## config.mk

```make
export PLATFORM = sky130hd
export DESIGN_NAME = reversible_fifo_queue
export DESIGN_NICKNAME = d
export VERILOG_FILES = /design/src/rtl/core/rfq_pkg.sv /design/src/rtl/core/reversible_fifo_queue.sv /design/src/rtl/core/rfq_cell.sv
export SDC_FILE = /design/constraint.sdc
export NUM_CORES = 1
export LEC_CHECK = 0
export ABC_AREA = 1
export BUFFER_PORTS_ARGS = -buffer_cell sky130_fd_sc_hd__buf_4
export CORE_AREA = 3 3 323 325
export DETAILED_ROUTE_END_ITERATION = 10
export DIE_AREA = 0 0 326 328
export GPL_TIMING_DRIVEN = 0
export PLACE_DENSITY = 0.51
export SYNTH_ARGS = -nofsm -noshare
export SYNTH_HDL_FRONTEND = slang
export SYNTH_SLANG_ARGS = --single-unit
```

## constraint.sdc

```tcl
create_clock -name i_clk -period 8.9 [get_ports i_clk]
set_input_delay 1.78 -clock i_clk [delete_from_list [all_inputs] [get_ports i_clk]]
set_output_delay 1.78 -clock i_clk [all_outputs]
set_load 0.02 [all_outputs]
```

## src/rtl/core/rfq_pkg.sv

```systemverilog
// ----------------------------------------------------------------------------
// rfq_pkg: shared types for the reversible queue
// Operation codes of the request channel, status codes of the result channel,
// and the command the control logic broadcasts to every chain storage cell.
// ----------------------------------------------------------------------------
package rfq_pkg;

    localparam int DATA_W = 32;

    typedef enum logic [1:0] {
        OP_NONE    = 2'd0,
        OP_INSERT  = 2'd1,
        OP_REMOVE  = 2'd2,
        OP_REVERSE = 2'd3
    } t_op;

    typedef enum logic [1:0] {
        ST_OK    = 2'd0,
        ST_EMPTY = 2'd1,
        ST_FULL  = 2'd2
    } t_status;

    typedef enum logic [2:0] {
        CMD_HOLD       = 3'd0,
        CMD_PUSH_TAIL  = 3'd1,
        CMD_SHIFT_DOWN = 3'd2,
        CMD_SHIFT_UP   = 3'd3,
        CMD_DROP_LAST  = 3'd4
    } t_cmd;

endpackage

```

## src/rtl/core/reversible_fifo_queue.sv

```systemverilog
// ----------------------------------------------------------------------------
// reversible_fifo_queue: bounded queue of signed values with order reversal
// Values sit packed from cell zero upward in a chain of storage cells. In
// normal order the front is cell zero; when reversed the front is the last
// occupied cell. Reversal only toggles the direction flag.
//
//   channel   direction  handshake                  payload
//   request   in         i_in_valid / o_in_ready    operation, item_value
//   result    out        o_out_valid / i_out_ready  status, removed, front,
//                                                   back, count, empty
//
// One request is taken per cycle; its result appears on the next cycle.
// The chain cells update in the cycle of acceptance, so front and back are
// read directly from the cells while the result waits.
// A new request is taken in the same cycle in which the pending result is
// taken; while a result stalls, no request is taken.
// Reset clears the occupancy bits, count and direction; stored values keep
// whatever they held.
// ----------------------------------------------------------------------------
module reversible_fifo_queue
    import rfq_pkg::*;
#(
    parameter int QUEUE_DEPTH = 16
) (
    input  logic                                 i_clk,
    input  logic                                 i_rst_n,
    input  logic                                 i_in_valid,
    output logic                                 o_in_ready,
    input  logic [1:0]                           i_operation,
    input  logic signed [DATA_W-1:0]             i_item_value,
    output logic                                 o_out_valid,
    input  logic                                 i_out_ready,
    output logic [1:0]                           o_status,
    output logic signed [DATA_W-1:0]             o_removed_value,
    output logic signed [DATA_W-1:0]             o_front_value,
    output logic signed [DATA_W-1:0]             o_back_value,
    output logic [$clog2(QUEUE_DEPTH+1)-1:0]     o_entry_count,
    output logic                                 o_is_empty
);

    localparam int CNT_W = $clog2(QUEUE_DEPTH + 1);
    localparam logic [CNT_W-1:0] FULL_CNT = CNT_W'(QUEUE_DEPTH);

    logic [DATA_W-1:0] cell_data  [QUEUE_DEPTH];
    logic              cell_valid [QUEUE_DEPTH];
    logic              cell_last  [QUEUE_DEPTH];

    logic [CNT_W-1:0]  r_count, n_count;
    logic              r_reversed, n_reversed;
    logic              r_out_valid;
    t_status           r_status, n_status;
    logic [DATA_W-1:0] r_removed, n_removed;
    t_cmd              cmd;
    logic              accept;
    logic              is_empty;
    logic              is_full;
    logic [DATA_W-1:0] last_data;

    assign o_in_ready = !r_out_valid || i_out_ready;
    assign accept     = i_in_valid && o_in_ready;
    assign is_empty   = (r_count == '0);
    assign is_full    = (r_count == FULL_CNT);

    always_comb begin
        last_data = '0;
        for (int k = 0; k < QUEUE_DEPTH; k++) begin
            if (cell_last[k]) begin
                last_data = last_data | cell_data[k];
            end
        end
    end

    always_comb begin
        cmd        = CMD_HOLD;
        n_count    = r_count;
        n_reversed = r_reversed;
        n_status   = ST_OK;
        n_removed  = '0;
        if (accept) begin
            case (t_op'(i_operation))
                OP_NONE: begin
                end
                OP_INSERT: begin
                    if (is_full) begin
                        n_status = ST_FULL;
                    end else begin
                        cmd     = r_reversed ? CMD_SHIFT_UP : CMD_PUSH_TAIL;
                        n_count = r_count + CNT_W'(1);
                    end
                end
                OP_REMOVE: begin
                    if (is_empty) begin
                        n_status = ST_EMPTY;
                    end else begin
                        cmd       = r_reversed ? CMD_DROP_LAST : CMD_SHIFT_DOWN;
                        n_removed = r_reversed ? last_data : cell_data[0];
                        n_count   = r_count - CNT_W'(1);
                    end
                end
                OP_REVERSE: begin
                    if (is_empty) begin
                        n_status = ST_EMPTY;
                    end else begin
                        n_reversed = !r_reversed;
                    end
                end
                default: begin
                end
            endcase
        end
    end

    genvar g;
    generate
        for (g = 0; g < QUEUE_DEPTH; g++) begin : g_cell
            logic [DATA_W-1:0] left_data;
            logic              left_valid;
            logic [DATA_W-1:0] right_data;
            logic              right_valid;

            if (g == 0) begin : g_first
                assign left_data  = i_item_value;
                assign left_valid = 1'b1;
            end else begin : g_mid
                assign left_data  = cell_data[g-1];
                assign left_valid = cell_valid[g-1];
            end

            if (g == QUEUE_DEPTH - 1) begin : g_end
                assign right_data  = '0;
                assign right_valid = 1'b0;
            end else begin : g_inner
                assign right_data  = cell_data[g+1];
                assign right_valid = cell_valid[g+1];
            end

            rfq_cell u_cell (
                .i_clk         (i_clk),
                .i_rst_n       (i_rst_n),
                .i_cmd         (cmd),
                .i_value       (i_item_value),
                .i_left_data   (left_data),
                .i_left_valid  (left_valid),
                .i_right_data  (right_data),
                .i_right_valid (right_valid),
                .o_data        (cell_data[g]),
                .o_valid       (cell_valid[g]),
                .o_last        (cell_last[g])
            );
        end
    endgenerate

    always_ff @(posedge i_clk) begin
        if (!i_rst_n) begin
            r_count     <= '0;
            r_reversed  <= 1'b0;
            r_out_valid <= 1'b0;
        end else begin
            r_count    <= n_count;
            r_reversed <= n_reversed;
            if (accept) begin
                r_out_valid <= 1'b1;
            end else if (i_out_ready) begin
                r_out_valid <= 1'b0;
            end
        end
    end

    always_ff @(posedge i_clk) begin
        if (accept) begin
            r_status  <= n_status;
            r_removed <= n_removed;
        end
    end

    assign o_out_valid     = r_out_valid;
    assign o_status        = r_status;
    assign o_removed_value = r_removed;
    assign o_front_value   = is_empty ? '0 : (r_reversed ? last_data : cell_data[0]);
    assign o_back_value    = is_empty ? '0 : (r_reversed ? cell_data[0] : last_data);
    assign o_entry_count   = r_count;
    assign o_is_empty      = is_empty;

endmodule

```

## src/rtl/core/rfq_cell.sv

```systemverilog
// ----------------------------------------------------------------------------
// rfq_cell: one storage cell of the queue chain
// Holds one value and its occupancy bit. Under the broadcast command it
// keeps its value, takes its lower or upper neighbor's value, loads the
// new value when it is the first free cell, or frees itself when last.
// ----------------------------------------------------------------------------
module rfq_cell
    import rfq_pkg::*;
(
    input  logic              i_clk,
    input  logic              i_rst_n,
    input  t_cmd              i_cmd,
    input  logic [DATA_W-1:0] i_value,
    input  logic [DATA_W-1:0] i_left_data,
    input  logic              i_left_valid,
    input  logic [DATA_W-1:0] i_right_data,
    input  logic              i_right_valid,
    output logic [DATA_W-1:0] o_data,
    output logic              o_valid,
    output logic              o_last
);

    logic [DATA_W-1:0] r_data, n_data;
    logic              r_valid, n_valid;

    always_comb begin
        n_data  = r_data;
        n_valid = r_valid;
        case (i_cmd)
            CMD_HOLD: begin
            end
            CMD_PUSH_TAIL: begin
                if (i_left_valid && !r_valid) begin
                    n_data  = i_value;
                    n_valid = 1'b1;
                end
            end
            CMD_SHIFT_DOWN: begin
                n_data  = i_right_data;
                n_valid = i_right_valid;
            end
            CMD_SHIFT_UP: begin
                n_data  = i_left_data;
                n_valid = i_left_valid;
            end
            CMD_DROP_LAST: begin
                if (r_valid && !i_right_valid) begin
                    n_valid = 1'b0;
                end
            end
            default: begin
            end
        endcase
    end

    always_ff @(posedge i_clk) begin
        if (!i_rst_n) begin
            r_valid <= 1'b0;
        end else begin
            r_valid <= n_valid;
        end
    end

    always_ff @(posedge i_clk) begin
        r_data <= n_data;
    end

    assign o_data  = r_data;
    assign o_valid = r_valid;
    assign o_last  = r_valid && !i_right_valid;

endmodule

```

==> flow_summary.json, run 1 <==
{
  "cts_buffer_depth": 3,
  "power.switching_mw": 2.234,
  "synth_cell_types": 37,
  "die_area_sq_um": 106900,
  "period_needed_ns": 6.453,
  "drc": 0,
  "layout.cells.non_filler": 4459,
  "cp-start-kind": "flop",
  "period_share_pct": 72.50,
  "power_frac_clock_pct": 37.7,
  "p_leak_nw": 13.44,
  "violations": "capacitance limit, slew limit",
  "cts_max_level": 3,
  "num_vias": 26990,
  "dpl_cell_area_sq_um": 33490,
  "path_class": "reg -> out",
  "finalPower_mw": 7.186,
  "ios": 144,
  "fin_setup_tns_ns": 0,
  "cts_setup_buffers": 0,
  "clock_skew_ns": 0.03397,
  "start_util_pct": 29.82,
  "firstDrtPassIters": 6,
  "worst_pin_slew_ns": 1.627,
  "slew_headroom_pct": -8.463,
  "min_path_type": "reg -> reg",
  "status": "finished, violations left",
  "die_h_microns": 328,
  "crit_chain": "nor2_2 > clkinv_1 > clkbuf_1 > o22ai_1 > nor2_1 > nand2_1 > o21ai_0 > o21ai_0 > buf_4",
  "critPathSlowestCell": "clkinv_1",
  "synth_nets": 2858,
  "cp_top_family": "buffers and inverters",
  "ant_nets": 0,
  "mostFrequentLayoutCells": "edfxtp_1 (546), inv_1 (544), nand2_1 (284)",
  "drv_cap": 14,
  "syn_area_per_cell_sq_um": 10.79,
  "ys_seq_area_share_pct": 55.55,
  "max_stage_delay_ns": 0.97,
  "numClockSinks": 569,
  "gp_congestion": 0.9243,
  "wirelength_microns": 151200,
  "core-area_sq_um": 101700,
  "dp_slack_ns": 3.301,
  "num_rows": 117,
  "cp_common_cell": "o21ai_0",
  "clk_latency_ns": 0.65,
  "p_sw_share_pct": 31.09,
  "die_x_microns": 326,
  "grt_pass1_wl_microns": 204000,
  "track_usage_pct": 27.28,
  "hold_violations": 0,
  "drive_gt1_share_pct": 19.94,
  "syn_area_sq_um": 30340,
  "dp_hpwl_microns": 99440,
  "cts.reportedPaths.clkPinSlew_ns": 0.06,
  "cts_hold_buf": 0,
  "grt-ovfl-total": 0,
  "nNetsFinal": 3087,
  "cp_num_buf_inv": 3,
  "dpl.cell_count": 4339,
  "yosys-top-cells-area": "edfxtp_1 (54%), o221ai_2 (9.7%), o221ai_1 (7.4%), inv_1 (6.9%), o22ai_1 (4.8%)",
  "cp.arrival_ns": 4.67,
  "grt_max_degree": 37,
  "fin_area_sq_um": 35540,
  "root_buffer": "clkbuf_16",
  "finalWorstSetupSlack_ns": 2.447,
  "cts_resized": 0,
  "rsz0062_at_grt": "no",
  "post_drt_wl_per_cell_microns": 33.91,
  "netlist.area_leader.share_pct": 54.03,
  "fmax_mhz": 155.0,
  "powerDensity_nw_per_um2": 202.2,
  "grt_pass1_vias": 24940,
  "numCtsBuffers": 68,
  "slew_violations": 132,
  "antenna_found_initial": 5,
  "vdd_drop_max_mv": 0.1268,
  "finalSetupViolCount": 0,
  "final_common_cell": "edfxtp_1",
  "p_int_mw": 4.952,
  "syn_inst": 2812,
  "port_buffers": 142,
  "yosysWarnings": 0,
  "ys_ff_latch": 569,
  "crit_path_end_kind": "output pin",
  "avgViaCountPerCell": 6.052,
  "crit_fanout": 10,
  "synth_top_area_cell": "edfxtp_1",
  "area_delta_synth_final_pct": 17.11,
  "drt-initial-drc-count": 4589,
  "p_comb_share_pct": 18.5,
  "required_ns": 7.12,
  "cts_tree": "yes",
  "seqPwrFrac_pct": 43.8
}
==> power groups by stage <==
stage | Clock [mW] | Combinational (mW) | Sequential, mW
2_1_floorplan | 0 | 0.669 | 3.21
3_3_place_gp | 0 | 1.26 | 3.21
3_5_place_dp | 0 | 1.29 | 3.20
4_1_cts | 2.71 | 1.29 | 3.15
5_1_grt | 2.81 | 1.38 | 3.16
6_report | 2.71 | 1.33 | 3.15
==> metal layers <==
metal  routed length [microns]  GRT usage (%)
met5                        12              0
met3                     20380          8.732
met1                     60110          37.20
met2                     62070          38.88
met4                      8656          13.32
==> worst min-delay path, cell delays in order, from the launching register on <==
cell	delay [ns]
dfxtp_1	0.33
nand2_4	0.09
a21oi_1	0.06
==> state kept, by name (all words and copies together) (netlist names) <==
register / flops
g_cell.u_cell.o_data: 512
o_entry_count: 5
o_out_valid: 1
r_reversed: 1
o_removed_value: 32
g_cell.u_cell.o_valid: 16
o_status: 2
==> cell families (layout without fill, tap and decap cells) <==
| family | count (synthesis) | count (layout) | share of synthesized area, % |
|---|---|---|---|
| AO/OA/AOI/OAI | 900 | 900 | 25.48 |
| XOR/XNOR | 3 | 3 | 0.08661 |
| adder cells (fa/ha/maj) | 8 | 8 | 0.3546 |
| buffers and inverters | 786 | 1059 | 10.94 |
| flip-flops | 569 | 569 | 55.55 |
| other | 0 | 6 | 0 |
| AND/OR/NAND/NOR | 546 | 546 | 7.583 |
==> final cells by class <==
class	count	area (sq um)
diodes	6	15.01
plain buffers	219	1202
clock buffers	93	1889
clock inverters	21	131.4
fillers	10240	66210
inverters	567	2130
multi-input cells	1457	10180
flip-flops and latches	569	16860
well taps	1368	1712
repair buffers	159	1421
==> through the flow <==
stage,hold WS (ns),util (%)
floorplan,0.4943,-
global placement,0.5134,32.55
detailed placement,0.5183,32.92
CTS,0.5259,34.91
global route,0.5488,34.91
finish,0.5249,34.93
==> cells in the mapped netlist <==
cell type  count
a211oi_1       2
a21oi_1       55
a31oi_1        2
buf_1          7
buf_2         72
buf_4         28
buf_6         23
clkbuf_1      89
clkinv_1       2
clkinv_2       1
dfxtp_1       23
edfxtp_1     546
fa_1           1
ha_1           7
inv_1        559
inv_2          5
nand2_1      284
nand2_2        2
nand2_4        3
nand3_1       76
nand3_2        6
nand3_4        1
nand4_1        8
nand4_2        1
nor2_1       145
nor2_2         3
nor2_4         3
nor3_1        13
nor4_1         1
o211ai_1       2
o21ai_0      151
o21ai_1        4
o221ai_1     257
o221ai_2     196
o22ai_1      231
xnor2_1        2
xor2_1         1
==> final timing paths <==
kind	from	to	slack, ns	cells after the start
min reg2reg	o_out_valid	o_out_valid	0.52	2
min	o_out_valid	o_out_valid	0.52	2
max reg2reg	g_cell[15].u_cell.o_valid	o_removed_value[24]	4.55	8
max	g_cell[15].u_cell.o_valid	o_back_value[13]	2.45	9
No activity file was read; power rests on OpenSTA's default activity.
==> run 2: changes to the inputs <==
- PLACE_DENSITY: 0.51 -> 0.52
- clock period: 8.9 -> 5.75 ns (I/O delays scaled with it)
==> run 2 against run 1 <==
  * The flow finishes with violations (capacitance limit, slew limit, setup timing)
  * Power grew 60%
  * Non-clock buffer count grew 3
  * Critical path type unchanged
  * Register-to-register slack lost 2.9 ns
  * Clock-buffer cell count shrank 5
  * First-iteration DRC count shrank 0.57%
  * Via count grew 0.20%
  * Core utilization grew 0.30 points
  * Cell count grew 0.29%
  * Sequential power grew 55%
  * Clock skew grew 0.0047 ns
==> flow_summary.json, run 2 (same netlist as run 1, synthesis figures left out) <==
{
  "cts_hold_buf": 0,
  "area_delta_synth_final_pct": 18.11,
  "antenna_found_initial": 8,
  "seqPwrFrac_pct": 42.4,
  "ant_nets": 0,
  "drive_gt1_share_pct": 20.23,
  "crit_fanout": 10,
  "root_buffer": "clkbuf_16",
  "start_util_pct": 29.82,
  "fin_area_sq_um": 35840,
  "fillers": 10270,
  "port_buffers": 142,
  "firstDrtPassIters": 6,
  "avgViaCountPerCell": 6.046,
  "grt-ovfl-total": 0,
  "track_usage_pct": 27.01,
  "met2WireLength_microns": 61880,
  "cts_buffer_depth": 3,
  "crit_chain": "nor2_2 > clkinv_1 > clkbuf_1 > o22ai_1 > nor2_1 > nand2_1 > o21ai_0 > nand2_1 > buf_4",
  "slew_headroom_pct": -9.095,
  "numCtsBuffers": 71,
  "largest_reg_flops": 512,
  "p_int_mw": 7.987,
  "period_share_pct": 100.2,
  "clk_latency_ns": 0.65,
  "powerDensity_nw_per_um2": 320.9,
  "power.switching_mw": 3.514,
  "critPathSlowestCell": "clkinv_1",
  "numClockSinks": 569,
  "dp_slack_ns": 0.7708,
  "p_comb_share_pct": 18.0,
  "power_frac_clock_pct": 39.6,
  "hold_violations": 0,
  "crit_start": "g_cell[15].u_cell.o_valid",
  "grt_pass1_wl_microns": 202700,
  "max_stage_delay_ns": 0.99,
  "path_class": "reg -> out",
  "period_needed_ns": 5.761,
  "dp_hpwl_microns": 99170,
  "die_x_microns": 326,
  "drv_cap": 14,
  "p_sw_share_pct": 30.56,
  "rsz0062_at_grt": "no",
  "violations": "capacitance limit, slew limit, setup timing",
  "final_common_cell": "edfxtp_1",
  "cts_tree": "yes",
  "min_path_type": "reg -> reg",
  "drt-initial-drc-count": 4563,
  "cp_common_cell": "nand2_1",
  "cts_resized": 0,
  "highest_layer": "met5",
  "drc": 0,
  "grt_pass1_vias": 25300,
  "finalSetupViolCount": 2,
  "cp-start-kind": "flop",
  "dr_wl_met3_microns": 20710,
  "vdd_drop_max_mv": 0.1762,
  "ios": 144,
  "gp_congestion": 0.9334,
  "required_ns": 4.60,
  "grt_max_degree": 37,
  "worst_pin_slew_ns": 1.636,
  "num_vias": 27040,
  "post_drt_wl_per_cell_microns": 33.62,
  "cts_max_level": 3,
  "fmax_mhz": 173.6,
  "cts.reportedPaths.clkPinSlew_ns": 0.06,
  "wl_met1_microns": 58030,
  "clock_skew_ns": 0.03863,
  "num_rows": 117,
  "die_area_sq_um": 106900,
  "nNetsFinal": 3093,
  "cp.arrival_ns": 4.61,
  "dpl_cell_area_sq_um": 33520,
  "mostFrequentLayoutCells": "edfxtp_1 (546), inv_1 (544), nand2_1 (284)",
  "min-delay-start": "o_entry_count[2]",
  "die_h_microns": 328,
  "r2r_start": "g_cell[15].u_cell.o_valid",
  "core-area_sq_um": 101700,
  "slew_violations": 141,
  "wirelength_microns": 150300,
  "cts_setup_buffers": 0,
  "p_leak_nw": 13.58,
  "status": "finished, violations left",
  "finalWorstSetupSlack_ns": -0.01056,
  "crit_path_end_kind": "output pin"
}
-- run 2: cell types whose count changed in the layout (fill, tap and decap cells not counted), moves of 2 or more --
cell | before | now
clkbuf_16 | 71 | 73
clkinv_2 | 9 | 12
clkbuf_8 | 3 | 1
bufinv_16 | 0 | 6
clkbuf_2 | 10 | 6
diode_2 | 6 | 4
buf_8 | 0 | 2
clkinv_1 | 11 | 16
-- run 2: area by class of cell --
class,instances,area (sq um),area share (%)
plain buffers,219,1197,3.341
clock inverters,38,387.9,1.082
diodes,4,10.01,0.02793
inverters,567,2130,5.942
well taps,1368,1712,4.776
multi-input cells,1457,10180,28.41
flip-flops and latches,569,16860,47.03
clock buffers,88,1893,5.282
repair buffers,162,1471,4.106
-- run 2: metrics by stage --
stage	util, %	TNS [ns]	power [mW]	std cells	hold slack [ns]
global route	35.21	0	11.74	4468	0.5512
CTS	35.19	0	11.45	4467	0.5256
global placement	32.55	-140.72	6.911	4322	0.5154
floorplan	-	0	6.002	2812	0.4943
finish	35.22	-0.01248	11.50	4472	0.5186
detailed placement	32.95	0	6.955	4341	0.5168
-- run 2: worst paths after layout --
check / to / cells past startpoint / slack [ns]
min reg2reg: o_entry_count[2] / 2 / 0.52
max reg2reg: o_removed_value[13] / 8 / 1.69
min: o_entry_count[2] / 2 / 0.52
max: o_front_value[13] / 9 / -0.01
-- run 2: metal layers --
metal  vias up  GRT usage (%)
met1     13320          36.26
met2      2271          38.95
met4         2          14.76
met5         -              0
met3       438          7.978
li1      11010              -
-- run 2: power groups by stage --
stage	registers, mW	clock network [mW]	logic (mW)
2_1_floorplan	4.97	0	1.03
6_report	4.87	4.56	2.07
3_3_place_gp	4.97	0	1.94
4_1_cts	4.87	4.57	2.00
3_5_place_dp	4.96	0	2.00
5_1_grt	4.89	4.70	2.14
-- run 2: critical path: cells and delay by family, from the launching register on --
family | cells | cell delay [ns]
flops | 1 | 0.46
compound gates | 2 | 0.55
buf+inv | 3 | 1.96
simple gates | 4 | 0.98
